[src/sv/sfr_pkg.sv]
// ============================================================================
// sfr_pkg
// Shared types and constants for the stream find-and-replace block.
// ============================================================================
`timescale 1ns / 1ps

package sfr_pkg;

    // Longest pattern the window can hold
    localparam int MAX_PATTERN = 8;
    // Longest replacement emitted per match
    localparam int REPL_CAP    = 8;
    // Bytes one back-end job can carry
    localparam int JOB_BYTES   = (MAX_PATTERN > REPL_CAP) ? MAX_PATTERN : REPL_CAP;
    localparam int JOB_W       = JOB_BYTES * 8;
    localparam int WIN_W       = MAX_PATTERN * 8;
    // Wide enough to hold JOB_BYTES itself
    localparam int CNT_W       = $clog2(JOB_BYTES + 1);

    // Configuration register layout
    localparam int CFG_DATA_W  = 64;
    localparam int CFG_IDX_W   = 2;
    localparam int LEN_W       = 4;
    localparam logic [CFG_IDX_W-1:0] CFG_PATTERN_BYTES      = 2'd0;
    localparam logic [CFG_IDX_W-1:0] CFG_PATTERN_LENGTH     = 2'd1;
    localparam logic [CFG_IDX_W-1:0] CFG_REPLACEMENT_BYTES  = 2'd2;
    localparam logic [CFG_IDX_W-1:0] CFG_REPLACEMENT_LENGTH = 2'd3;

    // Job queue between front and back end
    localparam int QUEUE_DEPTH = 2;
    localparam int QPTR_W      = $clog2(QUEUE_DEPTH);

    // Input request
    typedef struct packed {
        logic [7:0] text_byte;
        logic       text_end;
    } text_t;

    // Output request
    typedef struct packed {
        logic [7:0] out_byte;
        logic       byte_present;
        logic       run_last;
        logic       text_done;
    } result_t;

    // One classified input: bytes to emit, oldest in the lowest byte
    typedef struct packed {
        logic [JOB_W-1:0] bytes;
        logic [CNT_W-1:0] count;
        logic             last;
    } job_t;

endpackage

[src/sv/sfr_front.sv]
// ============================================================================
// sfr_front
// Holds configuration and the pending window; turns each input byte into
// at most one job: the bytes it releases and whether it ends the text.
// ============================================================================
`timescale 1ns / 1ps

module sfr_front
    import sfr_pkg::*;
(
    input  logic                  clk,
    input  logic                  rst_n,
    // configuration writes
    input  logic                  cfg_we,
    input  logic [CFG_IDX_W-1:0]  cfg_index,
    input  logic [CFG_DATA_W-1:0] cfg_data,
    // input channel
    input  logic                  text_valid,
    output logic                  text_ready,
    input  text_t                 text,
    // queue write side
    input  logic                  queue_full,
    output logic                  push,
    output job_t                  push_job
);

    // Configuration registers
    logic [63:0]      pattern_bytes_reg;
    logic [LEN_W-1:0] pattern_length_reg;
    logic [63:0]      replacement_bytes_reg;
    logic [LEN_W-1:0] replacement_length_reg;

    // Pending window
    logic [7:0]       win_reg  [MAX_PATTERN];
    logic [7:0]       win_next [MAX_PATTERN];
    logic [7:0]       win_fill [MAX_PATTERN];
    logic [CNT_W-1:0] count_reg;
    logic [CNT_W-1:0] count_next;

    logic [CNT_W-1:0] plen;
    logic [CNT_W-1:0] rlen;
    logic [CNT_W-1:0] cnt1;
    logic [WIN_W-1:0] fill_flat;
    logic [JOB_W-1:0] pat_ext;
    logic             accept;
    logic             full_cmp;
    logic             hit;
    logic             miss;

    assign text_ready = !queue_full;
    assign accept     = text_valid && text_ready;

    // Saturate lengths
    always_comb
    begin
        if (32'(pattern_length_reg) > MAX_PATTERN)
            plen = CNT_W'(MAX_PATTERN);
        else
            plen = CNT_W'(pattern_length_reg);
        if (replacement_length_reg > LEN_W'(REPL_CAP))
            rlen = CNT_W'(REPL_CAP);
        else
            rlen = CNT_W'(replacement_length_reg);
    end

    assign cnt1    = count_reg + CNT_W'(1);
    assign pat_ext = JOB_W'(pattern_bytes_reg);

    // Window with the new byte written at the fill position
    always_comb
    begin
        for (int k = 0; k < MAX_PATTERN; k++)
        begin
            win_fill[k]          = (CNT_W'(k) == count_reg) ? text.text_byte : win_reg[k];
            fill_flat[k*8 +: 8]  = win_fill[k];
        end
    end

    // Compare the full window against the pattern
    assign full_cmp = (plen != '0) && (cnt1 == plen);
    always_comb
    begin
        hit = full_cmp;
        for (int k = 0; k < MAX_PATTERN; k++)
        begin
            if ((CNT_W'(k) < plen) && (win_fill[k] != pat_ext[k*8 +: 8]))
                hit = 1'b0;
        end
    end
    assign miss = full_cmp && !hit;

    // Classify into a job and the next window state
    always_comb
    begin
        push_job.last = text.text_end;
        count_next    = count_reg;
        for (int k = 0; k < MAX_PATTERN; k++)
            win_next[k] = win_fill[k];
        priority if (plen == '0)
        begin
            push_job.bytes = JOB_W'(text.text_byte);
            push_job.count = CNT_W'(1);
            count_next     = '0;
        end
        else if (hit)
        begin
            push_job.bytes = JOB_W'(replacement_bytes_reg);
            push_job.count = rlen;
            count_next     = '0;
        end
        else
        begin
            push_job.bytes = JOB_W'(fill_flat);
            if (text.text_end)
                push_job.count = cnt1;
            else if (miss)
                push_job.count = CNT_W'(1);
            else
                push_job.count = '0;
            // drop the oldest byte on a mismatch
            if (miss)
            begin
                for (int k = 0; k + 1 < MAX_PATTERN; k++)
                    win_next[k] = win_fill[k+1];
                count_next = count_reg;
            end
            else
                count_next = cnt1;
            if (text.text_end)
                count_next = '0;
        end
    end

    assign push = accept && ((push_job.count != '0) || text.text_end);

    // Control state
    always_ff @(posedge clk or negedge rst_n)
    begin
        if (!rst_n)
        begin
            count_reg              <= '0;
            pattern_bytes_reg      <= '0;
            pattern_length_reg     <= '0;
            replacement_bytes_reg  <= '0;
            replacement_length_reg <= '0;
        end
        else
        begin
            if (cfg_we)
            begin
                unique case (cfg_index)
                    CFG_PATTERN_BYTES:      pattern_bytes_reg      <= cfg_data[63:0];
                    CFG_PATTERN_LENGTH:     pattern_length_reg     <= cfg_data[LEN_W-1:0];
                    CFG_REPLACEMENT_BYTES:  replacement_bytes_reg  <= cfg_data[63:0];
                    CFG_REPLACEMENT_LENGTH: replacement_length_reg <= cfg_data[LEN_W-1:0];
                    default: ;
                endcase
            end
            // a new pattern length discards the pending window
            if (cfg_we && (cfg_index == CFG_PATTERN_LENGTH))
                count_reg <= '0;
            else if (accept)
                count_reg <= count_next;
        end
    end

    // Window bytes (payload, no reset)
    always_ff @(posedge clk)
    begin
        if (accept)
        begin
            for (int k = 0; k < MAX_PATTERN; k++)
                win_reg[k] <= win_next[k];
        end
    end

endmodule

[src/sv/sfr_queue.sv]
// ============================================================================
// sfr_queue
// Small job FIFO that decouples the classifying front end from the
// byte-serializing back end.
// ============================================================================
`timescale 1ns / 1ps

module sfr_queue
    import sfr_pkg::*;
(
    input  logic clk,
    input  logic rst_n,
    input  logic push,
    input  job_t push_job,
    output logic full,
    input  logic pop,
    output logic head_valid,
    output job_t head_job
);

    job_t                entry_reg [QUEUE_DEPTH];
    logic [QPTR_W-1:0]   wr_ptr_reg;
    logic [QPTR_W-1:0]   rd_ptr_reg;
    logic [QPTR_W:0]     fill_reg;

    assign full       = (fill_reg == (QPTR_W+1)'(QUEUE_DEPTH));
    assign head_valid = (fill_reg != '0);
    assign head_job   = entry_reg[rd_ptr_reg];

    // Pointers and fill level
    always_ff @(posedge clk or negedge rst_n)
    begin
        if (!rst_n)
        begin
            wr_ptr_reg <= '0;
            rd_ptr_reg <= '0;
            fill_reg   <= '0;
        end
        else
        begin
            if (push)
                wr_ptr_reg <= (wr_ptr_reg == QPTR_W'(QUEUE_DEPTH - 1)) ? '0
                                                                      : wr_ptr_reg + QPTR_W'(1);
            if (pop)
                rd_ptr_reg <= (rd_ptr_reg == QPTR_W'(QUEUE_DEPTH - 1)) ? '0
                                                                      : rd_ptr_reg + QPTR_W'(1);
            unique case ({push, pop})
                2'b10:   fill_reg <= fill_reg + (QPTR_W+1)'(1);
                2'b01:   fill_reg <= fill_reg - (QPTR_W+1)'(1);
                default: fill_reg <= fill_reg;
            endcase
        end
    end

    // Job storage
    always_ff @(posedge clk)
    begin
        if (push)
            entry_reg[wr_ptr_reg] <= push_job;
    end

endmodule

[src/sv/sfr_back.sv]
// ============================================================================
// sfr_back
// Sends the bytes of queued jobs one per cycle unless the receiver stalls,
// via a registered output stage; marks the last byte of each job and text.
// ============================================================================
`timescale 1ns / 1ps

module sfr_back
    import sfr_pkg::*;
(
    input  logic    clk,
    input  logic    rst_n,
    // queue read side
    input  logic    head_valid,
    input  job_t    head_job,
    output logic    pop,
    // output channel
    output logic    result_valid,
    input  logic    result_ready,
    output result_t result
);

    job_t             cur_reg;
    logic             cur_valid_reg;
    logic [CNT_W-1:0] idx_reg;
    result_t          res_reg;
    logic             res_valid_reg;

    result_t          item;
    logic             advance;
    logic             final_item;

    // Current byte of the job; an empty job yields a bare end marker
    assign final_item = (cur_reg.count == '0) || (idx_reg + CNT_W'(1) == cur_reg.count);
    always_comb
    begin
        item.byte_present = (cur_reg.count != '0);
        item.out_byte     = item.byte_present ? cur_reg.bytes[idx_reg*8 +: 8] : 8'd0;
        item.run_last     = final_item;
        item.text_done    = final_item && cur_reg.last;
    end

    assign advance = cur_valid_reg && (!res_valid_reg || result_ready);
    assign pop     = head_valid && (!cur_valid_reg || (advance && final_item));

    assign result_valid = res_valid_reg;
    assign result       = res_reg;

    // Job sequencing and output valid
    always_ff @(posedge clk or negedge rst_n)
    begin
        if (!rst_n)
        begin
            cur_valid_reg <= 1'b0;
            idx_reg       <= '0;
            res_valid_reg <= 1'b0;
        end
        else
        begin
            if (pop)
            begin
                cur_valid_reg <= 1'b1;
                idx_reg       <= '0;
            end
            else if (advance && final_item)
                cur_valid_reg <= 1'b0;
            else if (advance)
                idx_reg <= idx_reg + CNT_W'(1);

            if (advance)
                res_valid_reg <= 1'b1;
            else if (result_ready)
                res_valid_reg <= 1'b0;
        end
    end

    // Payload
    always_ff @(posedge clk)
    begin
        if (pop)
            cur_reg <= head_job;
        if (advance)
            res_reg <= item;
    end

endmodule

[src/sv/stream_find_and_replace.sv]
// ============================================================================
// stream_find_and_replace
// Streaming byte rewriter: replaces each non-overlapping pattern match,
// found greedily left to right, with a replacement string.
// ============================================================================
// Usage:
//   Input channel text_valid/text_ready/text carries one byte per request,
//   with text_end set on the final byte of a text. Output channel
//   result_valid/result_ready/result carries one output byte per request;
//   run_last marks the last byte caused by an input byte, text_done the
//   last byte of a text. A text ending on an empty match yields one marker
//   with byte_present low.
//   Configuration is written over cfg_we/cfg_index/cfg_data while idle;
//   writing the pattern length discards the pending window.
//   The first result passes the job queue, the back end's job register and
//   the output register. Throughput: one output byte per cycle, set by the
//   back-end serializer, while the receiver does not stall; an input byte
//   producing n results (n up to 8) holds the back end until all are sent,
//   while the two-entry queue lets plain text flow at one byte per cycle.
//   Reset clears the window, the queue, the output stage and the configuration.
//   When the receiver stalls, the output holds, the queue fills, and
//   text_ready drops once two jobs are waiting.
// ============================================================================
`timescale 1ns / 1ps

module stream_find_and_replace
    import sfr_pkg::*;
(
    input  logic                  clk,
    input  logic                  rst_n,
    input  logic                  cfg_we,
    input  logic [CFG_IDX_W-1:0]  cfg_index,
    input  logic [CFG_DATA_W-1:0] cfg_data,
    input  logic                  text_valid,
    output logic                  text_ready,
    input  text_t                 text,
    output logic                  result_valid,
    input  logic                  result_ready,
    output result_t               result
);

    logic push;
    job_t push_job;
    logic queue_full;
    logic pop;
    logic head_valid;
    job_t head_job;

    sfr_front u_front (
        .clk        (clk),
        .rst_n      (rst_n),
        .cfg_we     (cfg_we),
        .cfg_index  (cfg_index),
        .cfg_data   (cfg_data),
        .text_valid (text_valid),
        .text_ready (text_ready),
        .text       (text),
        .queue_full (queue_full),
        .push       (push),
        .push_job   (push_job)
    );

    sfr_queue u_queue (
        .clk        (clk),
        .rst_n      (rst_n),
        .push       (push),
        .push_job   (push_job),
        .full       (queue_full),
        .pop        (pop),
        .head_valid (head_valid),
        .head_job   (head_job)
    );

    sfr_back u_back (
        .clk          (clk),
        .rst_n        (rst_n),
        .head_valid   (head_valid),
        .head_job     (head_job),
        .pop          (pop),
        .result_valid (result_valid),
        .result_ready (result_ready),
        .result       (result)
    );

endmodule

[config.mk]
export PLATFORM = sky130hd
export DESIGN_NAME = stream_find_and_replace
export DESIGN_NICKNAME = d
export VERILOG_FILES = /design/src/sv/sfr_pkg.sv /design/src/sv/sfr_front.sv /design/src/sv/sfr_queue.sv /design/src/sv/sfr_back.sv /design/src/sv/stream_find_and_replace.sv
export SDC_FILE = /design/constraint.sdc
export NUM_CORES = 1
export LEC_CHECK = 0
export BUFFER_PORTS_ARGS = -buffer_cell sky130_fd_sc_hd__buf_2
export CAP_MARGIN = 20
export CORE_MARGIN = 2
export CORE_UTILIZATION = 30
export DETAILED_ROUTE_END_ITERATION = 8
export MAX_ROUTING_LAYER = met4
export PLACE_DENSITY = 0.44
export SYNTH_ARGS = -nofsm -noshare
export SYNTH_HDL_FRONTEND = slang
export SYNTH_SLANG_ARGS = --single-unit
[constraint.sdc]
create_clock -name clk -period 7.7 [get_ports clk]
set_clock_uncertainty 0.05 [all_clocks]
set_input_delay 1.155 -clock clk [delete_from_list [all_inputs] [get_ports clk]]
set_output_delay 1.155 -clock clk [all_outputs]
set_load 0.03 [all_outputs]
Yosys cells after proc, flatten, opt, wreduce, memory -nomap -nowiden
Memories as Yosys holds them, arrays and structs flattened. A register that Yosys moved wholly into a read port is not among the register bits.
Index checks and enable logic that the tools add are counted.
{"block": "op_classes", "add_sub_neg": 6, "order_cmp": 10, "n_eq_ne": 25, "shift": 1, "n_mux": 45, "reduce_logical": 44}
{"operator": "two-way mux 56 bit", "n": 3}
{"operator": "two-way mux 68 bit", "n": 2}
{"operator": "two-way mux 8 bit", "n": 8}
{"operator": "!= test 8 bit", "n": 8}
{"operator": "indexed part select 64 x 8 -> 8 bit", "n": 1}
{"operator": "two-way mux 4 bit", "n": 12}
{"operator": "two-way mux 1 bit", "n": 19}
{"operator": "logical AND 1 bit", "n": 17}
{"operator": "equality test 3 x 4 -> 1 bit, first input constant", "n": 4}
{"operator": "less-than comparator 3 x 4 -> 1 bit, first input constant", "n": 4}
{"operator": "zero test 4 bit", "n": 3}
{"operator": "AND reduction 2 bit", "n": 6}
{"operator": "nonzero test 2 bit", "n": 6}
{"operator": "nonzero test 4 bit", "n": 3}
{"operator": "adder 4 x 1 -> 4 bit, second input constant", "n": 2}
{"operator": "equality test 2 bit, second input constant", "n": 4}
{"operator": "equality test 2 x 4 -> 1 bit, first input constant", "n": 2}
{"operator": "equality test 4 bit", "n": 2}
{"operator": "> comparator 4 bit, second input constant", "n": 2}
{"operator": "less-than comparator 1 x 4 -> 1 bit, first input constant", "n": 2}
{"operator": "less-than comparator 2 x 4 -> 1 bit, first input constant", "n": 2}
{"operator": "!= test 5 x 4 -> 1 bit, second input constant", "n": 1}
{"operator": "equality test 1 x 4 -> 1 bit, first input constant", "n": 1}
{"operator": "equality test 2 x 1 -> 1 bit, second input constant", "n": 2}
{"operator": "other kinds (8)", "n": 15}
{"block": "word_totals", "register_bits": 161, "ram_bits": 202, "input_bits": 80, "output_inout_bits": 13, "elab_cells": 148, "n_memories": 2}
{"memory": "u_queue.entry_reg", "words": 2, "word_bits": 69, "read_ports": 1, "rd_ports_with_merged_regs": 1, "wr": 1, "line_no": "sfr_queue.sv:21", "text": "job_t entry_reg [QUEUE_DEPTH];"}
{"memory": "u_front.win_reg", "words": 8, "word_bits": 8, "read_ports": 8, "rd_ports_with_merged_regs": 0, "wr": 8, "line_no": "sfr_front.sv:34", "text": "logic [7:0] win_reg [MAX_PATTERN];"}

Depth between registers and ports, before layout
Gate-level depths: netlist (run 1).
{"block": "depth", "depth_word": 23, "ltp_mapped": 16, "ltp_nobuf": 15}

By module
A second synthesis (run 1) with hierarchy kept.
{"block": "hier_totals", "hier_cells": 1492, "area_unflattened_um2": 20676.1}
{"mod": "sfr_front", "n_inst": 1, "cells_per_inst": 1098, "area_each_um2": 11821.3, "seq_area_each_um2": 5425.2}
{"mod": "sfr_queue", "n_inst": 1, "cells_per_inst": 231, "area_each_um2": 5517.8, "seq_area_each_um2": 4244.1}
{"mod": "sfr_back", "n_inst": 1, "cells_per_inst": 163, "area_each_um2": 3337.0, "seq_area_each_um2": 2552.4}

Least setup slack after synthesis (run 1)
OpenSTA, ideal clock, no wires.
{"block": "synth_timing", "path_kind": "reg2reg", "from": "register u_back.idx_reg[0]", "to": "register u_queue.fill_reg[1]", "setup_time_ps": 79, "arrival_time_ps": 6376, "required_ps": 7571, "path_slack_ps": 1194, "path_stages_with_launch": 10, "n_path_buf": 1, "period_less_slack_ps": 6506, "cell_sequence": "dfrtp_1 clkbuf_1 nand3_1 xnor2_1 o41ai_1 nand2_1 a21oi_1 ha_1 nor2_1 xor2_1"}
{"block": "synth_between", "elab_chain_len": 8, "word_cells_on_any_way": 10, "cone_classes": "add/sub (1); eq/ne (3); mux (1); reduce/logical (5)"}
{"element": "from (decl)", "line_no": "sfr_back.sv:25", "text": "logic [CNT_W-1:0] idx_reg;"}
{"element": "from (signal assigned)", "line_no": "sfr_back.sv:68", "text": "idx_reg <= idx_reg + CNT_W'(1);"}
{"element": "adder 4 x 1 -> 4 bit (*)", "line_no": "sfr_back.sv:34", "text": "assign final_item = (cur_reg.count == '0) || (idx_reg + CNT_W'(1) == cur_reg.count);"}
{"element": "equality test 4 bit (*)", "line_no": "sfr_back.sv:34"}
{"element": "logical OR 1 bit (*)", "line_no": "sfr_back.sv:34"}
{"element": "via u_back.final_item", "line_no": "sfr_back.sv:31", "text": "logic final_item;"}
{"element": "logical AND 1 bit (*)", "line_no": "sfr_back.sv:44", "text": "assign pop = head_valid && (!cur_valid_reg || (advance && final_item));"}
{"element": "logical OR 1 bit (*)", "line_no": "sfr_back.sv:44"}
{"element": "logical AND 1 bit (*)", "line_no": "sfr_back.sv:44"}
{"element": "via pop", "line_no": "stream_find_and_replace.sv:45", "text": "logic pop;"}
{"element": "equality test 2 x 1 -> 1 bit / equality test 2 bit (equally long branches)", "line_no": "sfr_queue.sv:47", "text": "unique case ({push, pop})"}
{"element": "case mux 2 bit (2 select lines) / nonzero test 2 bit (equally long branches)"}
{"element": "to (signal assigned)", "line_no": "sfr_queue.sv:48", "text": "2'b10: fill_reg <= fill_reg + (QPTR_W+1)'(1);"}
{"element": "to (signal assigned)", "line_no": "sfr_queue.sv:49", "text": "2'b01: fill_reg <= fill_reg - (QPTR_W+1)'(1);"}
{"element": "to (signal assigned)", "line_no": "sfr_queue.sv:50", "text": "default: fill_reg <= fill_reg;"}
{"element": "to (decl)", "line_no": "sfr_queue.sv:24", "text": "logic [QPTR_W:0] fill_reg;"}
The timed path passes the listed nets; every way through them passes the cells marked *.
A chain may end at the register's enable or synchronous reset.

==> results of run 1 <==
through the flow:
stage | cells | cell area (um^2) | setup slack, ns
after global placement | 2380 | 21300 | 1.86
after detailed placement | 2380 | 21300 | 1.78
after global routing | 2472 | 22900 | 1.65
after CTS | 2471 | 22900 | 1.89
final | 2472 | 22900 | 1.97
after floorplan | 1495 | 19900 | 1.19
kinds of logic (layout without fill, tap and decap cells):
| kind of cell | Yosys count | in the layout | share of synthesized area (%) |
|---|---|---|---|
| xor gates and xnor gates | 68 | 68 | 3.00 |
| AOI/OAI and AO/OA | 246 | 246 | 8.87 |
| adders and majority gates | 6 | 6 | 0.378 |
| buffers and inverters | 152 | 265 | 2.95 |
| muxes | 261 | 261 | 15.4 |
| and+or+nand+nor | 330 | 330 | 7.94 |
| DFF | 432 | 432 | 61.5 |
power breakdown:
group | total [mW] | switching [mW] | internal (mW)
clock network | 2.27 | 0.984 | 1.29
registers | 3.77 | 0.437 | 3.33
logic | 2.48 | 1.50 | 0.977
cell usage after synthesis, types with 3 or more instances:
cell	count
o31ai_1	4
ha_1	6
a21oi_1	37
a221o_1	3
o221ai_1	5
nor4_1	9
a221oi_1	16
mux2_2	185
xnor2_1	44
a2bb2oi_1	7
nand2_1	48
edfxtp_1	282
a31oi_1	4
mux4_2	16
nand3b_1	8
mux2i_1	56
nor3b_1	5
nor2b_1	7
and2_1	6
xor2_1	24
dfrtp_1	150
nand4_1	10
nor2_1	114
o2111ai_1	4
clkbuf_1	74
o211ai_1	3
nand2b_1	14
o21ai_0	29
buf_2	13
o22ai_1	20
clkinv_1	5
nor3_1	86
inv_1	51
a211oi_1	87
a222oi_1	5
nand3_1	11
buf_1	9
area by class of cell:
class	count	area (um^2)
Clock buffer	72	1430
Clock inverter	19	124
Fill cell	6500	42800
Inverter	56	210
Multi-Input combinational cell	911	7130
Sequential cell	432	12200
Tap cell	864	1080
Timing Repair Buffer	118	672
how the worst max path moves through the flow:
stage	endpoint	startpoint	slack, ns
finish	u_queue.entry_reg[1][23]	u_front.count_reg[0]	1.97
global route	u_queue.entry_reg[1][52]	u_front.count_reg[0]	1.65
CTS	u_queue.entry_reg[0][1]	u_front.count_reg[0]	1.89
detailed placement	u_queue.entry_reg[1][1]	text[5]	1.78
global placement	u_queue.entry_reg[0][1]	text[5]	1.86
floorplan	u_queue.fill_reg[1]	u_back.idx_reg[0]	1.19
metal layers:
| metal | vias to the layer above | track usage, % | part of all wire (%) |
|---|---|---|---|
| met5 | - | - | 0 |
| met4 | 0 | 5.16 | 2.8 |
| met3 | 107 | 2.68 | 5.2 |
| met2 | 417 | 28.8 | 46 |
| met1 | 6574 | 25.7 | 46 |
| li1 | 5793 | - | - |
==> flow_metrics.tcl, run 1 <==
set metrics [dict create \
    min_path_type "in -> async" \
    worstSetupEndpointType "flip-flop" \
    yosysWarnings 0 \
    place.port_buffers 92 \
    tightest_slew_ns 1.04 \
    fp.dieH_um 261 \
    wl_um 61600 \
    via_per_inst 5.21 \
    max_clock_freq_mhz 174 \
    ys_types 64 \
    relSlewSlack_pct 28.7 \
    rrSetupSlack_ns 1.97 \
    gp_congestion 0.912 \
    htree_levels 2 \
    crit_required_ns 7.93 \
    arrival_ns 5.96 \
    largest_reg_flops 138 \
    syn-num-nets 1581 \
    antenna_found_initial 1 \
    cts-root-buf "clkbuf_16" \
    clk_pin_slew_ns 0.06 \
    grt_max_degree 74 \
    gr-total-overflow 0 \
    fp.dieArea_um2 68300 \
    antenna_left 0 \
    postCtsResizedCells 0 \
    drv_slew 0 \
    route.detailed.drc 0 \
    period_minus_slack_ns 5.73 \
    outcome "finished clean" \
    crit_family "compound AO/OA/AOI/OAI gates" \
    drive_above_1_share_pct 26.2 \
    cts_buffer_depth 3 \
    setup_tns_ns 0 \
    hold_ws_ns 0.407 \
    async_reset_ff_share_pct 34.7 \
    max_cap_viol_count 0 \
    start_util_pct 30.3 \
    crit_path_cell_trace "ha_1 > nor3b_2 > mux2i_1 > o221ai_1 > a2111oi_0 > o32ai_1 > nor3_1 > nand3_4 > buf_4 > a211oi_1" \
    rsz0062_at_grt "false" \
    synth-main-ff-cell "edfxtp_1" \
    hold_buffers 0 \
    dp_hpwl_um 42100 \
    track_usage_pct 18.7 \
    finalCoreUtilization_pct 34.8 \
    path_class "reg -> reg" \
    hold_viol_final 0 \
    critPathLaunchType "flip-flop" \
    reg2reg_from "u_front.count_reg[0]" \
    synth_edf_count 282 \
    drt_iter0_markers 1199 \
    cts_tree "done" \
    synth_top_area_cell "edfxtp_1" \
    die-width_um 261 \
    netlist_area_um2 19900 \
    post-cts-setup-buffer-count 0 \
    row_count 94 \
    cp_num_cells 10 \
    core_area_um2 65600 \
    synthCells 1495 \
    finalSetupViolations 0 \
    pin_count 93 \
    synth_seq_cells 432 \
    worstPathMaxFanout 46 \
    n_antenna_cell 0 \
    cts_sinks 432 \
    p_per_area_nw_per_um2 372 \
    syn_area_per_cell_um2 13.3 \
    slowest_delay_ns 0.95 \
    power.total_mw 8.51 \
    final_common_cell "edfxtp_1" \
    synth_seq_area_share_pct 61.5 \
    drtPass1Iterations 7 \
    leakagePower_nw 8.44 \
    clk_latency_ns 0.60 \
    wl_per_cell_um 24.9 \
    period_share_pct 74.4 \
    final_cell_mix "edfxtp_1 (282), mux2_2 (185), dfrtp_1 (148)" \
    area.growth.synth_to_final_pct 15.0 \
    synth.area.top_cells "edfxtp_1 (43%), dfrtp_1 (19%), mux2_2 (10%), a211oi_1 (3.3%), mux2i_1 (2.8%)" \
    yosys.area.top_type_share_pct 42.6 \
    grt_pass1_wl_um 90600 \
    slowest_stage "a2111oi_0" \
    crit_buf_inv 1 \
    r2r-end "u_queue.entry_reg[1][23]" \
    num_vias 12900 \
    ir_drop_mv 0.187 \
    grt_pass1_vias 13100 \
    final_nets 1654 \
    rr_worst_depth 10 \
    numCtsBuffers 49 \
]
Note: power is estimated with default switching activity, not from simulation.
==> inputs of run 2 (changes only) <==
==> constraint.sdc (replaced) <==
create_clock -name clk -period 5.8 [get_ports clk]
set_clock_uncertainty 0.05 [all_clocks]
set_input_delay 0.87 -clock clk [delete_from_list [all_inputs] [get_ports clk]]
set_output_delay 0.87 -clock clk [all_outputs]
set_load 0.03 [all_outputs]
==> run 2 against run 1 <==
Non-clock buffer count increased by 54. Cell count up 2.5%. Register-to-register slack worse by 1.3 ns. Wire length decreased by 1.7%. Flip-flop and latch count stayed put. Clock-buffer cell count is 1 higher. Final area increased by 2.8%. Worst hold slack lost 0.21 ns. Combinational power increased by 41%. Die area did not move. Largest cell class unchanged. Largest power group unchanged.
==> flow_metrics.tcl, run 2 (synthesized netlist as in run 1, its figures left out) <==
set metrics [dict create \
    outcome "finished clean" \
    cts_buffer_depth 3 \
    multi_input_area_um2 7130 \
    ir_drop_mv 0.222 \
    numCtsBuffers 51 \
    n_fill_cell 6442 \
    area.growth.synth_to_final_pct 18.3 \
    p_per_area_nw_per_um2 496 \
    tightest_slew_ns 1.06 \
    grt_pass1_vias 13300 \
    min_path_type "in -> async" \
    grt_max_degree 76 \
    arrival_ns 5.42 \
    seq_area_um2 12200 \
    p_clk_share_pct 27.6 \
    path_class "reg -> reg" \
    slowest_stage "a211oi_1" \
    clk_pin_slew_ns 0.06 \
    finalSetupViolations 0 \
    htree_levels 2 \
    hold_buffers 0 \
    fp.dieH_um 261 \
    grt_pass1_wl_um 89400 \
    hold_viol_final 0 \
    row_count 94 \
    num_vias 13000 \
    via_per_inst 5.11 \
    critPathLaunch "u_front.count_reg[0]" \
    place.port_buffers 92 \
    rsz0062_at_grt "false" \
    finalCoreUtilization_pct 35.8 \
    wl_per_cell_um 23.9 \
    start_util_pct 30.3 \
    leakagePower_nw 8.80 \
    antenna_left 0 \
    pin_count 93 \
    crit_buf_inv 2 \
    hold_ws_ns 0.194 \
    clk_latency_ns 0.61 \
    gr-total-overflow 0 \
    slowest_delay_ns 0.79 \
    route.detailed.drc 0 \
    drtPass1Iterations 7 \
    internal_power_mw 7.76 \
    pwr-share-comb_pct 29.9 \
    cts-root-buf "clkbuf_16" \
    period_share_pct 89.3 \
    drive_above_1_share_pct 28.5 \
    postCtsResizedCells 0 \
    relSlewSlack_pct 29.2 \
    drv_slew 0 \
    core_area_um2 65600 \
    dp_hpwl_um 42300 \
    largest_reg_flops 138 \
    crit_path_cell_trace "ha_1 > nor3b_2 > mux2i_1 > o221ai_1 > a2111oi_0 > buf_4 > o32ai_1 > nor3_1 > nand3_4 > buf_12 > a211oi_1" \
    crit_required_ns 6.04 \
    die-width_um 261 \
    final_cell_mix "edfxtp_1 (282), mux2_2 (185), dfrtp_1 (149)" \
    fp.dieArea_um2 68300 \
    antenna_found_initial 3 \
    switchingPower_mw 3.91 \
    post-cts-setup-buffer-count 0 \
    pwr-share-seq_pct 42.4 \
    worstPathMaxFanout 40 \
    max_clock_freq_mhz 193 \
    worstSetupEndpointType "flip-flop" \
    p_sw_share_pct 33.5 \
    reg2reg_from "u_front.count_reg[0]" \
    drt_iter0_markers 1083 \
    gp_congestion 0.871 \
    max_cap_viol_count 0 \
    setup_tns_ns 0 \
    track_usage_pct 18.4 \
    cts_tree "done" \
    wl_um 60600 \
    crit_family "compound AO/OA/AOI/OAI gates" \
    critPathLaunchType "flip-flop" \
    final_nets 1710 \
    period_minus_slack_ns 5.18 \
    cts_sinks 432 \
    final_common_cell "edfxtp_1" \
]
## run 2: changes by cell type in the layout (fill, tap and decap cells not counted), moves of 2 or more
| cell | change |
|---|---|
| clkbuf_16 | +3 |
| clkinv_1 | +2 |
| bufinv_16 | +3 |
| clkbuf_8 | -3 |
| diode_2 | +5 |
| buf_12 | +8 |
| buf_4 | +47 |
## run 2: path summary, 6_finish.rpt
kind	end	slack [ns]	cells after the start
max in group asynchronous	u_front.pat_ext[4]	4.15	2
min in group clk	u_front.pat_ext[14]	0.44	3
setup reg to reg	u_queue.entry_reg[0][22]	0.62	11
hold / removal	u_front.pat_ext[31]	0.19	1
hold reg to reg	u_queue.fill_reg[1]	0.45	1
setup / recovery	u_queue.entry_reg[0][22]	0.62	11
## run 2: area by class of cell
| cell class | instances | share of cell area [%] |
|---|---|---|
| Tap cell | 864 | 4.60 |
| Antenna cell | 5 | 0.0532 |
| Clock buffer | 73 | 6.22 |
| Clock inverter | 22 | 0.926 |
| Inverter | 56 | 0.894 |
| Timing Repair Buffer | 172 | 5.02 |
| Multi-Input combinational cell | 911 | 30.3 |
| Sequential cell | 432 | 52.0 |
## run 2: power groups by stage
stage	Combinational [mW]	Clock [mW]	Sequential (mW)
final	3.49	3.23	4.95
after global placement	3.49	0	5.00
after detailed placement	3.51	0	5.01
after global routing	3.81	3.43	5.03
after CTS	3.53	3.32	4.95
after floorplan	2.24	0	4.83
## run 2: through the flow
stage	cells	instance area, um^2	total power, mW	worst slack (ns)
after floorplan	1495	19900	7.07	0.775
after global placement	2435	21800	8.49	0.700
after detailed placement	2435	21800	8.52	0.664
after CTS	2530	23500	11.8	0.745
after global routing	2534	23500	12.3	0.434
final	2535	23500	11.7	0.623
## run 2: metal layers
layer  track usage (%)  routed length (um)
met5                 -                   0
met4              5.65                1770
met3              3.84                3340
met2              28.2               27900
met1              24.4               27600
